## config.mk

```make
export PLATFORM = sky130hd
export DESIGN_NAME = binary_min_heap_queue
export DESIGN_NICKNAME = d
export VERILOG_FILES = /design/src/sv/bmhq_pkg.sv /design/src/sv/binary_min_heap_queue.sv
export SDC_FILE = /design/constraint.sdc
export NUM_CORES = 2
export LEC_CHECK = 0
export BUFFER_PORTS_ARGS = -buffer_cell sky130_fd_sc_hd__buf_4
export CAP_MARGIN = 40
export CORE_MARGIN = 1.5
export CORE_UTILIZATION = 40
export CTS_CLUSTER_SIZE = 16
export DETAILED_ROUTE_END_ITERATION = 8
export PLACE_DENSITY = 0.68
export SYNTH_ARGS = -nofsm -noshare
export SYNTH_HDL_FRONTEND = slang
export SYNTH_SLANG_ARGS = --single-unit
```

## constraint.sdc

```tcl
create_clock -name clk_i -period 7.45 [get_ports clk_i]
set_input_delay 0.745 -clock clk_i [delete_from_list [all_inputs] [get_ports clk_i]]
set_output_delay 0.745 -clock clk_i [all_outputs]
set_load 0.005 [all_outputs]
```

## src/sv/bmhq_pkg.sv

```systemverilog
// Package of shared types and codes for the binary min-heap queue.
package bmhq_pkg;

  localparam int unsigned KEY_W = 32;
  localparam int unsigned TAG_W = 16;
  localparam int unsigned OCC_W = 5;
  localparam int unsigned STATUS_W = 2;

  // Request codes.
  localparam logic REQ_INSERT = 1'b0;
  localparam logic REQ_REMOVE = 1'b1;

  // Status codes of a result word.
  localparam logic [STATUS_W-1:0] STATUS_OK    = 2'd0;
  localparam logic [STATUS_W-1:0] STATUS_FULL  = 2'd1;
  localparam logic [STATUS_W-1:0] STATUS_EMPTY = 2'd2;

  // One heap entry: key in the upper bits, tag in the lower bits.
  typedef struct packed {
    logic [KEY_W-1:0] key;
    logic [TAG_W-1:0] tag;
  } entry_t;

  typedef enum logic [1:0] {
    ST_IDLE,
    ST_UP,
    ST_POP,
    ST_DOWN
  } state_e;

endpackage

```

## src/sv/binary_min_heap_queue.sv

```systemverilog
// Top level of the binary min-heap queue of signed keys with tags.
//
// A request word (req_type_i, key_i, tag_i) is taken at a rising edge where
// start is high and busy is low. An insert (req_type_i low) adds the pair and
// sifts it up; a remove (req_type_i high) returns the entry with the smallest
// key and sifts the last entry down from the root. Equal keys never swap.
// Every request gives exactly one result word, shown for one cycle with
// done_o high: status_o, out_key_o, out_tag_o (zero unless a remove
// succeeded) and occupancy_o, the number of entries held afterwards.
// The heap lives in one synchronous memory with two read ports and one write
// port. A sift step reads the parent (or both children) and writes one entry
// back in the same cycle. A remove first reads the root and the last entry,
// then sifts down. done_o is registered from the last step. A dropped insert
// or an empty remove answers without any sift step.
// busy is high while a sift is under way, so one request is worked at a time.
// Reset empties the queue at once; the memory contents are left as they are.
// The receiver cannot stall, so the result word needs no holding stage.
module binary_min_heap_queue #(
  parameter int unsigned CAPACITY = 16
) (
  input  logic                                  clk_i,
  input  logic                                  rst_ni,
  input  logic                                  start,
  output logic                                  busy,
  input  logic                                  req_type_i,
  input  logic signed [bmhq_pkg::KEY_W-1:0]     key_i,
  input  logic        [bmhq_pkg::TAG_W-1:0]     tag_i,
  output logic                                  done_o,
  output logic        [bmhq_pkg::STATUS_W-1:0]  status_o,
  output logic signed [bmhq_pkg::KEY_W-1:0]     out_key_o,
  output logic        [bmhq_pkg::TAG_W-1:0]     out_tag_o,
  output logic        [bmhq_pkg::OCC_W-1:0]     occupancy_o
);

  // Address width, count width (must hold CAPACITY itself) and index width
  // wide enough for the right child of the deepest slot.
  localparam int unsigned AW = $clog2(CAPACITY);
  localparam int unsigned CW = $clog2(CAPACITY + 1);
  localparam int unsigned IW = AW + 2;

  bmhq_pkg::entry_t heap_mem [CAPACITY];

  bmhq_pkg::state_e state_q, state_d;
  logic [CW-1:0]    count_q, count_d;
  logic [AW-1:0]    pos_q, pos_d;
  bmhq_pkg::entry_t x_q, x_d;
  bmhq_pkg::entry_t rdata_a_q, rdata_b_q;

  logic                             done_q, done_d;
  logic [bmhq_pkg::STATUS_W-1:0]    status_q, status_d;
  logic [bmhq_pkg::KEY_W-1:0]       out_key_q, out_key_d;
  logic [bmhq_pkg::TAG_W-1:0]       out_tag_q, out_tag_d;

  logic             mem_we;
  logic [AW-1:0]    mem_waddr;
  bmhq_pkg::entry_t mem_wdata;
  logic [AW-1:0]    raddr_a, raddr_b;

  // Child indices of the current slot and of the slot chosen this cycle.
  logic [IW-1:0]    left_idx, right_idx, next_left, next_right;
  logic             left_ok, right_ok, pick_left, pick_right;
  bmhq_pkg::entry_t winner;
  logic [AW-1:0]    winner_pos, parent_pos, grand_pos;

  // Map an index to a memory address; indices past the end read slot zero,
  // whose data is then never used.
  function automatic logic [AW-1:0] clamp_addr(input logic [IW-1:0] idx);
    logic [AW-1:0] res;
    res = '0;
    if (idx < IW'(CAPACITY)) begin
      res = idx[AW-1:0];
    end
    return res;
  endfunction

  assign busy        = (state_q != bmhq_pkg::ST_IDLE);
  assign done_o      = done_q;
  assign status_o    = status_q;
  assign out_key_o   = out_key_q;
  assign out_tag_o   = out_tag_q;
  assign occupancy_o = bmhq_pkg::OCC_W'(count_q);

  // Sift-down comparison: the left child beats the moving entry only when
  // strictly smaller, and the right child must be strictly smaller than that.
  assign left_idx   = {1'b0, pos_q, 1'b1};
  assign right_idx  = left_idx + IW'(1);
  assign left_ok    = (left_idx < IW'(count_q));
  assign right_ok   = (right_idx < IW'(count_q));

  always_comb begin
    pick_left  = left_ok && ($signed(rdata_a_q.key) < $signed(x_q.key));
    winner     = pick_left ? rdata_a_q : x_q;
    pick_right = right_ok && ($signed(rdata_b_q.key) < $signed(winner.key));
    if (pick_right) begin
      winner     = rdata_b_q;
      winner_pos = right_idx[AW-1:0];
    end else begin
      winner_pos = left_idx[AW-1:0];
    end
  end

  assign next_left  = {1'b0, winner_pos, 1'b1};
  assign next_right = next_left + IW'(1);
  assign parent_pos = (pos_q - AW'(1)) >> 1;
  assign grand_pos  = (parent_pos == '0) ? '0 : ((parent_pos - AW'(1)) >> 1);

  always_comb begin
    state_d   = state_q;
    count_d   = count_q;
    pos_d     = pos_q;
    x_d       = x_q;
    done_d    = 1'b0;
    status_d  = status_q;
    out_key_d = out_key_q;
    out_tag_d = out_tag_q;
    mem_we    = 1'b0;
    mem_waddr = pos_q;
    mem_wdata = x_q;
    raddr_a   = '0;
    raddr_b   = '0;

    case (state_q)
      bmhq_pkg::ST_IDLE: begin
        if (start) begin
          out_key_d = '0;
          out_tag_d = '0;
          status_d  = bmhq_pkg::STATUS_OK;
          if (req_type_i == bmhq_pkg::REQ_INSERT) begin
            if (count_q == CW'(CAPACITY)) begin
              status_d = bmhq_pkg::STATUS_FULL;
              done_d   = 1'b1;
            end else begin
              x_d     = '{key: key_i, tag: tag_i};
              pos_d   = count_q[AW-1:0];
              count_d = count_q + CW'(1);
              if (count_q != '0) begin
                raddr_a = AW'((count_q - CW'(1)) >> 1);
              end
              state_d = bmhq_pkg::ST_UP;
            end
          end else begin
            if (count_q == '0) begin
              status_d = bmhq_pkg::STATUS_EMPTY;
              done_d   = 1'b1;
            end else begin
              raddr_a = '0;
              raddr_b = AW'(count_q - CW'(1));
              state_d = bmhq_pkg::ST_POP;
            end
          end
        end
      end

      bmhq_pkg::ST_UP: begin
        // rdata_a_q holds the parent of the hole at pos_q.
        mem_we = 1'b1;
        if ((pos_q != '0) && ($signed(x_q.key) < $signed(rdata_a_q.key))) begin
          mem_wdata = rdata_a_q;
          pos_d     = parent_pos;
          raddr_a   = grand_pos;
        end else begin
          mem_wdata = x_q;
          done_d    = 1'b1;
          state_d   = bmhq_pkg::ST_IDLE;
        end
      end

      bmhq_pkg::ST_POP: begin
        // Root on port A, last entry on port B.
        out_key_d = rdata_a_q.key;
        out_tag_d = rdata_a_q.tag;
        x_d       = rdata_b_q;
        pos_d     = '0;
        count_d   = count_q - CW'(1);
        raddr_a   = clamp_addr(IW'(1));
        raddr_b   = clamp_addr(IW'(2));
        state_d   = bmhq_pkg::ST_DOWN;
      end

      bmhq_pkg::ST_DOWN: begin
        if (pick_left || pick_right) begin
          mem_we    = 1'b1;
          mem_wdata = winner;
          pos_d     = winner_pos;
          raddr_a   = clamp_addr(next_left);
          raddr_b   = clamp_addr(next_right);
        end else begin
          // Nothing to write back when the heap has just become empty.
          mem_we    = (IW'(pos_q) < IW'(count_q));
          mem_wdata = x_q;
          done_d    = 1'b1;
          state_d   = bmhq_pkg::ST_IDLE;
        end
      end

      default: begin
        state_d = bmhq_pkg::ST_IDLE;
      end
    endcase
  end

  // Heap memory: one write and two registered reads per cycle. A write and a
  // read in the same cycle never meet at one slot, as the next level's reads
  // always lie above or below the slot being written, so no bypass is needed.
  always_ff @(posedge clk_i) begin
    if (mem_we) begin
      heap_mem[mem_waddr] <= mem_wdata;
    end
    rdata_a_q <= heap_mem[raddr_a];
    rdata_b_q <= heap_mem[raddr_b];
  end

  always_ff @(posedge clk_i or negedge rst_ni) begin
    if (!rst_ni) begin
      state_q <= bmhq_pkg::ST_IDLE;
      count_q <= '0;
      done_q  <= 1'b0;
    end else begin
      state_q <= state_d;
      count_q <= count_d;
      done_q  <= done_d;
    end
  end

  always_ff @(posedge clk_i) begin
    pos_q     <= pos_d;
    x_q       <= x_d;
    status_q  <= status_d;
    out_key_q <= out_key_d;
    out_tag_q <= out_tag_d;
  end

`ifndef SYNTHESIS
  a_count_bound: assert property (@(posedge clk_i) disable iff (!rst_ni)
    count_q <= CW'(CAPACITY))
    else $error("entry count above capacity");

  a_done_idle: assert property (@(posedge clk_i) disable iff (!rst_ni)
    done_o |-> !busy)
    else $error("result word shown while a sift is still running");

  a_write_in_range: assert property (@(posedge clk_i) disable iff (!rst_ni)
    mem_we |-> (IW'(mem_waddr) < IW'(count_q)))
    else $error("heap write outside the occupied slots");

  a_full_drop: assert property (@(posedge clk_i) disable iff (!rst_ni)
    (start && !busy && (req_type_i == bmhq_pkg::REQ_INSERT)
     && (count_q == CW'(CAPACITY)))
    |=> (done_o && (status_o == bmhq_pkg::STATUS_FULL) && $stable(count_q)))
    else $error("insert into a full heap not dropped");

  a_remove_count: assert property (@(posedge clk_i) disable iff (!rst_ni)
    (state_q == bmhq_pkg::ST_POP) |=> (count_q == $past(count_q) - CW'(1)))
    else $error("remove did not reduce the entry count by one");
`endif

endmodule
```

==> results.yml <==
status:
  status: "complete, no violations"
clock_tree:
  cts_tree: "yes"
  cts_max_level: 3
  clockBufferDepth: 3
  cts_made_buffers: 98
  insertion_delay_ns: 0.68
  clock_tree.root_cell: "clkbuf_16"
  cts.sinks: 974
  clk_pin_slew_ns: 0.07
timing:
  fin_tns_setup_ns: 0
  fin_skew_ns: 0.0347
  fmax_ghz: 0.138
  setup_viol: 0
  relSlewSlack: 0.440
  hold_viol_final: 0
  tightest_slew_ns: 0.840
  min_period_ns: 7.23
  finalMaxSlewViolations: 0
  post-route-worst-setup-slack_ns: 0.217
  min_period_over_period: 0.971
route:
  first_pass_iters: 5
  avgRoutedWirePerCell_um: 29.7
  routed_via_density: 6.18
  vias: 27100
  drc_errors: 0
  ant_nets: 0
  wirelength_um: 130000
  drtIter0Drc: 2960
floorplanning:
  initial_utilization: 0.405
  core_sq_um: 111000
  die_y_um: 339
  rows: 122
  io_pins: 109
  die_width_um: 339
  die-area_sq_um: 115000
critical_path:
  ff2ff_setup_slack_ns: 0.22
  slowest_delay_ns: 0.63
  cpMostUsedCell: "ha_1"
  arrival_ns: 7.80
  required_ns: 8.01
  crit_path_end_kind: "flip-flop"
  crit_type: "reg2reg"
  crit_fanout: 16
  cp_slowest_cell: "or4_4"
  crit_path_start_kind: "flip-flop"
finish:
  layout-drive-gt1-share: 0.302
  most-common-layout-cells: "870 x edfxtp_1, 384 x mux4_2, 234 x nand2_1"
  nNetsFinal: 2941
  area_growth_pct: 17.6
  final_common_cell: "edfxtp_1"
synthesis:
  syn-cell-area_sq_um: 45100
  async_flop_share: 0.00821
  yosysWarningCount: 0
  synth_cell_types: 67
  syn-num-nets: 2725
  syn_inst: 2590
  synth_enable_flop_cells: 870
  syn_avg_cell_area_sq_um: 17.4
  synth-seq-cells: 974
  ys_seq_area_frac: 0.627
  synth_ff_type: "edfxtp_1"
placement:
  pre_cts_ws_ns: -0.0587
  place_congestion: 0.862
  port_buffers: 108
  hpwl_um: 79000
global_routing:
  grtUsageMet1: 0.302
  grt_start_max_net_pins: 77
  grt_pass1_wl_um: 189000
  met3_usage: 0.0501
  grt_use_total: 0.222
  antenna_found_initial: 2
  busiest_layer: "met2"
  grt-ovfl-total: 0
  grtUsageMet2: 0.354
  grt_pass1_vias: 27800
min_path:
  min-delay-path-class: "in2reg"
job:
  maxCapViolCount: 0
==> state kept, by name (all words and copies together), names as in the netlist <==
name	cells
state_q	2
occupancy_o	5
heap_mem	768
out_tag_o	16
rdata_a_q	48
done_o	1
status_o	2
x_q	48
out_key_o	32
rdata_b_q	48
mem_waddr	4
==> Yosys cell counts, types with 16 or more instances <==
cell,n,share of area
a21o_1,40,0.0067
a21oi_1,40,0.0044
a22o_1,36,0.0070
a22oi_1,97,0.016
and2_1,24,0.0033
and3_1,20,0.0028
buf_2,45,0.0050
buf_4,35,0.0058
clkbuf_1,76,0.0063
dfxtp_1,96,0.043
edfxtp_1,870,0.58
ha_1,83,0.023
inv_1,51,0.0042
mux2i_1,188,0.042
mux4_2,384,0.19
nand2_1,236,0.020
nand4_1,16,0.0022
nor2_1,56,0.0047
o21ai_0,40,0.0044
o22ai_1,17,0.0024
==> path summary, 6_finish.rpt <==
path                         startpoint        endpoint  cells past startpoint
setup / recovery                x_q[43]   rdata_b_q[44]                     25
hold / removal                 tag_i[9]          x_q[9]                      3
setup reg to reg                x_q[43]   rdata_b_q[44]                     25
hold reg to reg            rdata_b_q[2]          x_q[2]                      2
max in group asynchronous        rst_ni  occupancy_o[4]                      2
min in group asynchronous        rst_ni          done_o                      2
==> cells by family after synthesis <==
family / Yosys count / share of synthesized area
xor+xnor: 13 / 0.00253
simple gates: 411 / 0.0407
flops: 974 / 0.627
compound gates: 316 / 0.0500
buf+inv: 221 / 0.0235
fa+ha+maj: 83 / 0.0230
mux: 572 / 0.234
==> through the flow <==
stage	hold WS (ns)	cell area [sq um]	utilization	cells
floorplan	0.449	45100	-	2590
global placement	0.500	49200	0.442	4166
detailed placement	0.512	49300	0.443	4174
CTS	0.320	52700	0.474	4361
global route	0.343	53000	0.476	4380
finish	0.348	53000	0.476	4381
==> critical path, delay by kind of cell (launching register included) <==
kind            cells  cell delay, ns
fa+ha+maj           3            0.93
flops               1            0.46
buf+inv             4            0.68
simple gates       11            3.53
mux                 2            0.48
compound gates      5            1.02
==> layer usage <==
metal / up-vias / routed length, um
met2: 1630 / 61300
met1: 14100 / 50400
met3: 285 / 13600
li1: 11000 / -
met5: - / 0
met4: 0 / 4600
==> area by class of cell <==
| class | count | area (sq um) |
|---|---|---|
| Fill cell | 9187 | 58300 |
| Sequential cell | 974 | 28200 |
| Multi-Input combinational cell | 1395 | 15900 |
| Timing Repair Buffer | 285 | 3310 |
| Clock buffer | 126 | 2700 |
| Tap cell | 1488 | 1860 |
| Clock inverter | 60 | 749 |
| Inverter | 52 | 195 |
| Antenna cell | 1 | 2.50 |
==> timing repair <==
item,CTS,global route
buffers inserted,0,9
pin swaps,0,2
endpoints found under the setup margin,19,539
gates resized for setup,2,9
hold buffers,1,0
cloned,0,4
hold endpoints to repair,8,0
Power is not shown: default switching activity piles up to over one toggle a cycle in this logic, so the estimate is an artifact.
